File: config.mk
export PLATFORM = sky130hd
export DESIGN_NAME = ssd_overlap_search_core
export DESIGN_NICKNAME = d
export VERILOG_FILES = /design/src/design/sos_pkg.sv /design/src/design/ssd_overlap_search_core.sv /design/src/design/sos_div.sv
export SDC_FILE = /design/constraint.sdc
export NUM_CORES = 1
export LEC_CHECK = 0
export ABC_AREA = 0
export BUFFER_PORTS_ARGS = -buffer_cell sky130_fd_sc_hd__buf_2
export CAP_MARGIN = 20
export CORE_MARGIN = 3
export CORE_UTILIZATION = 40
export CTS_CLUSTER_SIZE = 8
export DETAILED_ROUTE_END_ITERATION = 10
export PLACE_DENSITY = 0.53
export RECOVER_POWER = 100
export SETUP_SLACK_MARGIN = 0.02
export SLEW_MARGIN = 15
export SYNTH_ARGS = -nofsm -noshare
export SYNTH_HDL_FRONTEND = slang
export SYNTH_SLANG_ARGS = --single-unit
File: constraint.sdc
create_clock -name clk_i -period 17.2 [get_ports clk_i]
set_input_delay 1.72 -clock clk_i [delete_from_list [all_inputs] [get_ports clk_i]]
set_output_delay 1.72 -clock clk_i [all_outputs]
set_load 0.005 [all_outputs]
File: src/design/sos_pkg.sv
// Shared types and constants for the SSD overlap search block.
`default_nettype none

package sos_pkg;

  // Sample and accumulator widths
  localparam int unsigned SampleBits = 16;
  localparam int unsigned DiffBits   = SampleBits + 1;
  localparam int unsigned MagBits    = SampleBits;
  localparam int unsigned SqBits     = 2 * MagBits;
  localparam int unsigned SumBits    = 48;

  // Slice counts and offset
  localparam int unsigned HBits    = 11;
  localparam int unsigned OffsBits = 12;
  localparam logic [HBits-1:0] TopHeightReset = HBits'(256);

  // Divider: one quotient bit per cycle
  localparam int unsigned DivSteps = SumBits;
  localparam int unsigned CntBits  = $clog2(DivSteps);

  // Stream payload layout, lowest field first
  localparam int unsigned InTopLsb    = 0;
  localparam int unsigned InBotLsb    = InTopLsb + SampleBits;
  localparam int unsigned InOvLsb     = InBotLsb + SampleBits;
  localparam int unsigned InUsedBits  = InOvLsb + HBits;
  localparam int unsigned InDataBits  = ((InUsedBits + 7) / 8) * 8;
  localparam int unsigned OutUsedBits = SumBits + HBits + HBits + OffsBits;
  localparam int unsigned OutDataBits = ((OutUsedBits + 7) / 8) * 8;

  typedef enum logic [2:0] {
    ST_IDLE,
    ST_SQUARE,
    ST_ACCUM,
    ST_DIV,
    ST_SCORE
  } sos_state_e;

  typedef struct packed {
    logic                 start;
    logic [SumBits-1:0]   dividend;
    logic [HBits-1:0]     divisor;
  } sos_div_req_t;

  typedef struct packed {
    logic busy;
    logic done;
  } sos_div_sts_t;

endpackage

`default_nettype wire

File: src/design/ssd_overlap_search_core.sv
// Top level: SSD accumulation, candidate scoring and best-overlap tracking.
`default_nettype none

// Sum-of-squared-differences overlap search. Each input transfer is one voxel
// pair of a candidate overlap; tlast closes the candidate and tuser (on that
// same transfer) closes the whole search. The squared difference is added to
// a 48-bit accumulator that saturates at all ones. When a candidate closes,
// the sum is divided by its overlap (floor; overlap zero scores all ones), the
// lowest score under a strict less-than test is kept with its overlap, and one
// result transfer carries score, candidate overlap, best overlap and
// best_offset = top_height - best overlap. After a result with search_done the
// best score and overlap return to their reset values. Flow: a pair that does
// not close a candidate passes capture/subtract, square and accumulate before
// the next pair is taken. A closing pair then goes through the bit-serial
// divider, which produces one quotient bit per cycle for all 48 bits and then
// raises its done flag, and a scoring step that waits while the result
// register still holds an untaken result. That single result register lets
// the next candidate's pairs be taken while a result waits downstream.
// top_height is written through cfg_we_i/cfg_wdata_i and must only change while
// the block is idle.

module ssd_overlap_search_core (
  input  wire logic                               clk_i,
  input  wire logic                               rst_ni,
  // configuration: top_height
  input  wire logic                               cfg_we_i,
  input  wire logic [sos_pkg::HBits-1:0]          cfg_wdata_i,
  // voxel pair stream
  input  wire logic                               s_axis_tvalid_i,
  output logic                                    s_axis_tready_o,
  // tdata: voxel_top[15:0], voxel_bottom[31:16], overlap[42:32], zero pad
  input  wire logic [sos_pkg::InDataBits-1:0]     s_axis_tdata_i,
  input  wire logic                               s_axis_tlast_i,  // last_of_candidate
  input  wire logic                               s_axis_tuser_i,  // last_of_search
  // result stream
  output logic                                    m_axis_tvalid_o,
  input  wire logic                               m_axis_tready_i,
  // tdata: score[47:0], candidate_overlap[58:48], best_overlap[69:59],
  //        best_offset[81:70], zero pad
  output logic [sos_pkg::OutDataBits-1:0]         m_axis_tdata_o,
  output logic                                    m_axis_tlast_o   // search_done
);

  localparam int unsigned SB = sos_pkg::SampleBits;
  localparam int unsigned HB = sos_pkg::HBits;

  sos_pkg::sos_state_e state_q, state_d;

  // control
  logic in_xfer;
  logic div_start;
  logic score_load;
  logic out_free;

  // configuration
  logic [HB-1:0] top_height_q;

  // per-item payload
  logic signed [sos_pkg::DiffBits-1:0] diff_q, diff_d;
  logic [HB-1:0]                       ov_q;
  logic                                last_cand_q;
  logic                                last_search_q;
  logic [sos_pkg::SqBits-1:0]          sq_q, sq_d;
  logic [sos_pkg::DiffBits-1:0]        mag_full;
  logic [sos_pkg::MagBits-1:0]         mag;

  // accumulator and search state
  logic [sos_pkg::SumBits-1:0]         diff_sum_q, diff_sum_d;
  logic [sos_pkg::SumBits:0]           sum_wide;
  logic [sos_pkg::SumBits-1:0]         sum_sat;
  logic [sos_pkg::SumBits-1:0]         lowest_q, lowest_d;
  logic [HB-1:0]                       best_q, best_d;
  logic [sos_pkg::SumBits-1:0]         score;
  logic                                better;
  logic [sos_pkg::OffsBits-1:0]        offset;

  // divider
  sos_pkg::sos_div_req_t               div_req;
  sos_pkg::sos_div_sts_t               div_sts;

  // result register
  logic                                m_valid_q, m_valid_d;
  logic [sos_pkg::OutDataBits-1:0]     m_data_q;
  logic                                m_last_q;

  // ---------------------------------------------------------------------------
  // Sequencer
  // ---------------------------------------------------------------------------
  assign out_free = !m_valid_q || m_axis_tready_i;
  assign in_xfer  = s_axis_tvalid_i && s_axis_tready_o;

  always_comb begin
    state_d = state_q;
    case (state_q)
      sos_pkg::ST_IDLE:   if (in_xfer) state_d = sos_pkg::ST_SQUARE;
      sos_pkg::ST_SQUARE: state_d = sos_pkg::ST_ACCUM;
      sos_pkg::ST_ACCUM:  state_d = last_cand_q ? sos_pkg::ST_DIV : sos_pkg::ST_IDLE;
      sos_pkg::ST_DIV:    if (div_sts.done) state_d = sos_pkg::ST_SCORE;
      sos_pkg::ST_SCORE:  if (out_free) state_d = sos_pkg::ST_IDLE;
      default:            state_d = sos_pkg::ST_IDLE;
    endcase
  end

  always_comb begin
    s_axis_tready_o = 1'b0;
    div_start       = 1'b0;
    score_load      = 1'b0;
    case (state_q)
      sos_pkg::ST_IDLE:  s_axis_tready_o = 1'b1;
      sos_pkg::ST_ACCUM: div_start = last_cand_q;
      sos_pkg::ST_SCORE: score_load = out_free;
      default: ;
    endcase
  end

  // ---------------------------------------------------------------------------
  // Datapath: difference, square, saturating accumulate
  // ---------------------------------------------------------------------------
  assign diff_d = {s_axis_tdata_i[sos_pkg::InTopLsb+SB-1], s_axis_tdata_i[sos_pkg::InTopLsb +: SB]}
                - {s_axis_tdata_i[sos_pkg::InBotLsb+SB-1], s_axis_tdata_i[sos_pkg::InBotLsb +: SB]};

  // |diff| is at most 2^SB - 1, so it fits SB bits
  assign mag_full = diff_q[sos_pkg::DiffBits-1] ? sos_pkg::DiffBits'(-diff_q)
                                                 : sos_pkg::DiffBits'(diff_q);
  assign mag      = mag_full[sos_pkg::MagBits-1:0];
  assign sq_d     = mag * mag;

  assign sum_wide = {1'b0, diff_sum_q} + (sos_pkg::SumBits + 1)'(sq_q);
  assign sum_sat  = sum_wide[sos_pkg::SumBits] ? '1 : sum_wide[sos_pkg::SumBits-1:0];

  always_comb begin
    diff_sum_d = diff_sum_q;
    if (state_q == sos_pkg::ST_ACCUM) begin
      // closing pair: sum goes to the divider, accumulator restarts
      diff_sum_d = last_cand_q ? '0 : sum_sat;
    end
  end

  assign div_req.start    = div_start;
  assign div_req.dividend = sum_sat;
  assign div_req.divisor  = ov_q;

  sos_div u_div (
    .clk_i      (clk_i),
    .rst_ni     (rst_ni),
    .req_i      (div_req),
    .quotient_o (score),
    .sts_o      (div_sts)
  );

  // ---------------------------------------------------------------------------
  // Best candidate tracking
  // ---------------------------------------------------------------------------
  assign better = score < lowest_q;
  assign offset = {1'b0, top_height_q} - {1'b0, best_d};

  always_comb begin
    best_d   = best_q;
    lowest_d = lowest_q;
    if (score_load && better) begin
      best_d   = ov_q;
      lowest_d = score;
    end
  end

  assign m_valid_d = score_load ? 1'b1 : (m_axis_tready_i ? 1'b0 : m_valid_q);

  // ---------------------------------------------------------------------------
  // Registers
  // ---------------------------------------------------------------------------
  always_ff @(posedge clk_i or negedge rst_ni) begin
    if (!rst_ni) begin
      state_q      <= sos_pkg::ST_IDLE;
      top_height_q <= sos_pkg::TopHeightReset;
      diff_sum_q   <= '0;
      lowest_q     <= '1;
      best_q       <= '0;
      m_valid_q    <= 1'b0;
    end else begin
      state_q    <= state_d;
      diff_sum_q <= diff_sum_d;
      m_valid_q  <= m_valid_d;
      if (cfg_we_i) begin
        top_height_q <= cfg_wdata_i;
      end
      if (score_load && last_search_q) begin
        lowest_q <= '1;
        best_q   <= '0;
      end else begin
        lowest_q <= lowest_d;
        best_q   <= best_d;
      end
    end
  end

  always_ff @(posedge clk_i) begin
    if (in_xfer) begin
      diff_q        <= diff_d;
      ov_q          <= s_axis_tdata_i[sos_pkg::InOvLsb +: HB];
      last_cand_q   <= s_axis_tlast_i;
      last_search_q <= s_axis_tuser_i;
    end
    if (state_q == sos_pkg::ST_SQUARE) begin
      sq_q <= sq_d;
    end
    if (score_load) begin
      m_data_q <= sos_pkg::OutDataBits'({offset, best_d, ov_q, score});
      m_last_q <= last_search_q;
    end
  end

  assign m_axis_tvalid_o = m_valid_q;
  assign m_axis_tdata_o  = m_data_q;
  assign m_axis_tlast_o  = m_last_q;

  // ---------------------------------------------------------------------------
  // Assertions
  // ---------------------------------------------------------------------------
  a_no_accept_while_dividing: assert property (
    @(posedge clk_i) disable iff (!rst_ni)
    s_axis_tready_o |-> !div_sts.busy
  ) else $error("input taken while divider busy");

  a_result_never_overwritten: assert property (
    @(posedge clk_i) disable iff (!rst_ni)
    score_load |-> (!m_valid_q || m_axis_tready_i)
  ) else $error("result register overwritten before transfer");

  a_div_done_in_div_state: assert property (
    @(posedge clk_i) disable iff (!rst_ni)
    div_sts.done |-> (state_q == sos_pkg::ST_DIV)
  ) else $error("divider finished outside division phase");

  a_search_cleared: assert property (
    @(posedge clk_i) disable iff (!rst_ni)
    (score_load && last_search_q) |=> (lowest_q == '1 && best_q == '0)
  ) else $error("search state not cleared after closing result");

endmodule

`default_nettype wire

File: src/design/sos_div.sv
// Restoring radix-2 divider, one quotient bit per cycle.
`default_nettype none

module sos_div (
  input  wire logic                              clk_i,
  input  wire logic                              rst_ni,
  input  wire sos_pkg::sos_div_req_t             req_i,
  output logic [sos_pkg::SumBits-1:0]            quotient_o,
  output sos_pkg::sos_div_sts_t                  sts_o
);

  logic [sos_pkg::SumBits-1:0] quo_q, quo_d;
  logic [sos_pkg::HBits-1:0]   rem_q, rem_d;
  logic [sos_pkg::HBits-1:0]   div_q, div_d;
  logic [sos_pkg::CntBits-1:0] cnt_q, cnt_d;
  logic                        busy_q, busy_d;
  logic                        done_q, done_d;

  logic [sos_pkg::HBits:0]     shifted;
  logic [sos_pkg::HBits:0]     trial;
  logic                        fits;

  // Divisor zero: every trial fits, quotient comes out all ones.
  assign shifted = {rem_q, quo_q[sos_pkg::SumBits-1]};
  assign trial   = shifted - {1'b0, div_q};
  assign fits    = shifted >= {1'b0, div_q};

  always_comb begin
    quo_d  = quo_q;
    rem_d  = rem_q;
    div_d  = div_q;
    cnt_d  = cnt_q;
    busy_d = busy_q;
    done_d = 1'b0;
    if (req_i.start) begin
      quo_d  = req_i.dividend;
      rem_d  = '0;
      div_d  = req_i.divisor;
      cnt_d  = sos_pkg::CntBits'(sos_pkg::DivSteps - 1);
      busy_d = 1'b1;
    end else if (busy_q) begin
      quo_d = {quo_q[sos_pkg::SumBits-2:0], fits};
      rem_d = fits ? trial[sos_pkg::HBits-1:0] : shifted[sos_pkg::HBits-1:0];
      cnt_d = cnt_q - 1'b1;
      if (cnt_q == '0) begin
        busy_d = 1'b0;
        done_d = 1'b1;
      end
    end
  end

  always_ff @(posedge clk_i or negedge rst_ni) begin
    if (!rst_ni) begin
      busy_q <= 1'b0;
      done_q <= 1'b0;
      cnt_q  <= '0;
    end else begin
      busy_q <= busy_d;
      done_q <= done_d;
      cnt_q  <= cnt_d;
    end
  end

  always_ff @(posedge clk_i) begin
    quo_q <= quo_d;
    rem_q <= rem_d;
    div_q <= div_d;
  end

  assign quotient_o = quo_q;
  assign sts_o.busy = busy_q;
  assign sts_o.done = done_q;

endmodule

`default_nettype wire
==> results.sh <==
export IMPL_status="finished, violations left"
export IMPL_violations="max-capacitance violations, max-slew violations"
export IMPL_setup_viol=0
export IMPL_slew_viol_final=550
export IMPL_cp_depth=28
export IMPL_grt_first_pass_wirelength_um=96800
export IMPL_die_h_um=258
export IMPL_viasPerCell=5.04
export IMPL_max_cap_violations=10
export IMPL_synth_cell_types=96
export IMPL_max_stage_delay_ns=0.82
export IMPL_synthTopCellsByArea="edfxtp_1 (24%), fa_1 (13%), ha_1 (11%), dfrtp_1 (8.0%), inv_1 (5.3%)"
export IMPL_die_w_um=258
export IMPL_hpwl_um=44100
export IMPL_gp_congestion=0.879
export IMPL_fin_util=0.455
export IMPL_antenna_found_initial=0
export IMPL_period_share=0.545
export IMPL_tightestPinTransition_ns=4.30
export IMPL_syn_to_final_growth_pct=11.6
export IMPL_core_area_um2=62300
export IMPL_post_cts_resized=0
export IMPL_hold_viol_final=0
export IMPL_dieArea_um2=66500
export IMPL_wire_per_inst_um=16.7
export IMPL_postSynthCellCount=2514
export IMPL_ys_warn_count=0
export IMPL_yosys_register_bits=344
export IMPL_synth_ff_type="edfxtp_1"
export IMPL_finClkSkew_ns=0.0289
export IMPL_portBuffers=145
export IMPL_track_usage=0.179
export IMPL_fin_setup_tns_ns=0
export IMPL_yosysMostFrequentCell="inv_1"
export IMPL_drt_iter0_drc=905
export IMPL_path_class="reg -> reg"
export IMPL_first_pass_iters=5
export IMPL_cts_tree="yes"
export IMPL_pre_cts_ws_ns=7.88
export IMPL_fmaxAchievable_mhz=107
export IMPL_drtAntennaViolNets=0
export IMPL_cts_root_buf="clkbuf_16"
export IMPL_cp_max_fo=18
export IMPL_path_clk_slew_ns=0.06
export IMPL_hold_buffers=0
export IMPL_clock_sinks=344
export IMPL_synth_common_cells="inv_1 (356), nor2_1 (273), nand2_1 (228)"
export IMPL_finalWorstSetupSlack_ns=7.82
export IMPL_netlist_area_um2=25400
export IMPL_post_cts_setup_buffers=0
export IMPL_min_period_ns=9.38
export IMPL_critPathTopFamily="adder cells"
export IMPL_synthArstFlopShare=0.378
export IMPL_cts_buffers=49
export IMPL_clock_latency_ns=0.59
export IMPL_ys_seq_area_frac=0.379
export IMPL_cp_required_ns=17.52
export IMPL_worst_endpoint_arrival_ns=9.70
export IMPL_grt_pass1_vias=18600
export IMPL_yosysTopAreaCell="edfxtp_1"
export IMPL_synth_area_per_cell_um2=10.1
export IMPL_end_kind="register"
export IMPL_start_util=0.407
export IMPL_nets=3110
export IMPL_rsz0062_at_grt="no"
export IMPL_ios=157
export IMPL_whs_path_depth=2
export IMPL_postLayoutCellArea_um2=28300
export IMPL_crit_buf_inv=7
export IMPL_max_slew_margin=-1.87
export IMPL_cts_max_path_buffers=3
export IMPL_num_vias=17800
export IMPL_drt_total_wl_um=59100
export IMPL_worstHoldPathType="reg -> reg"
export IMPL_worst_setup_path_start_kind="register"
export IMPL_drc=0
export IMPL_ff2ff_path_depth=28
export IMPL_synth_edf_count=203
export IMPL_num_fill_cells=6009
export IMPL_grt_remaining_overflow=0
export IMPL_grt_max_degree=97
export IMPL_antennaDiodeCount=0
export IMPL_cp_slowest_cell="xor2_1"
export IMPL_drive_above_1_share=0.0993
export IMPL_synth_top_area_share=0.240
export IMPL_cts_htree_levels=2
export IMPL_dpl_cell_area_um2=27000
export IMPL_rows=91
## layout make-up
type / count / area (µm²) / share of cell area
Inverter: 364 / 1370 / 0.0483
Timing Repair Buffer: 170 / 801 / 0.0283
Multi-Input combinational cell: 1728 / 14000 / 0.495
Clock inverter: 3 / 41.3 / 0.00146
Clock buffer: 89 / 1410 / 0.0497
Tap cell: 837 / 1050 / 0.0370
Sequential cell: 344 / 9630 / 0.340
## worst paths after layout
check | to | slack, ns | start
min in group asynchronous | top_height_q[9]$_DFFE_PN0P_ | 2.64 | rst_ni
max in group asynchronous | diff_sum_q[20]$_DFFE_PN0N_ | 9.64 | rst_ni
max | sq_q[30]$_DFFE_PP_ | 7.82 | diff_q[0]$_DFFE_PP_
min reg2reg | u_div.rem_q[10]$_SDFFE_PP0P_ | 0.47 | u_div.rem_q[10]$_SDFFE_PP0P_
max reg2reg | sq_q[30]$_DFFE_PP_ | 7.82 | diff_q[0]$_DFFE_PP_
min | u_div.rem_q[10]$_SDFFE_PP0P_ | 0.47 | u_div.rem_q[10]$_SDFFE_PP0P_
## logic make-up (layout without fill, tap and decap cells)
logic type	Yosys count	in the layout	share of synthesized area
fa+ha+maj	387	387	0.240
mux	100	100	0.0405
simple gates	678	678	0.119
buf+inv	447	626	0.0683
xor+xnor	111	111	0.0393
flops	344	344	0.379
compound gates	446	446	0.113
other cells	1	6	0.000148
## placed cells by master, fill, tap and decap left out, types with 25 or more instances in the layout
| master | n |
|---|---|
| clkbuf_16 | 50 |
| nor3_1 | 25 |
| a21oi_1 | 116 |
| fa_1 | 168 |
| clkbuf_1 | 105 |
| nand3_1 | 27 |
| nand2_1 | 227 |
| xor2_1 | 34 |
| nor2_1 | 273 |
| o21ai_0 | 122 |
| dfrtp_1 | 81 |
| dfstp_2 | 49 |
| mux2i_1 | 78 |
| xnor2_1 | 75 |
| edfxtp_1 | 203 |
| inv_1 | 357 |
| ha_1 | 219 |
| a21o_1 | 56 |
| buf_2 | 91 |
## state kept, by name (all words and copies together), names as in the netlist, 17 cells and up
register          count
diff_sum_q           48
u_div.quotient_o     48
diff_q               17
m_axis_tdata_o       82
lowest_q             48
sq_q                 31
## per-stage QoR
stage / cells / hold WS, ns
3_3_place_gp: 3441 / 0.464
4_1_cts: 3535 / 0.473
6_report: 3535 / 0.471
2_1_floorplan: 2519 / 0.441
5_1_grt: 3535 / 0.498
3_5_place_dp: 3443 / 0.464
## layer usage
metal	wire, µm	up-vias	GRT usage
met5	0	-	0
li1	-	8757	-
met2	28300	329	0.310
met3	2490	86	0.0260
met1	26800	8645	0.235
met4	1560	0	0.0504
## worst register-to-register path, delay by kind of cell, from the launching register on
family,cells,cell delay [ns]
adder cells (fa/ha/maj),8,3.80
AO/OA/AOI/OAI,6,1.68
buffers and inverters,7,1.32
XOR/XNOR,2,0.95
AND/OR/NAND/NOR,5,0.86
flip-flops,1,0.50
Power is not shown: default switching activity piles up to over one toggle a cycle in this logic, so the estimate is an artifact.
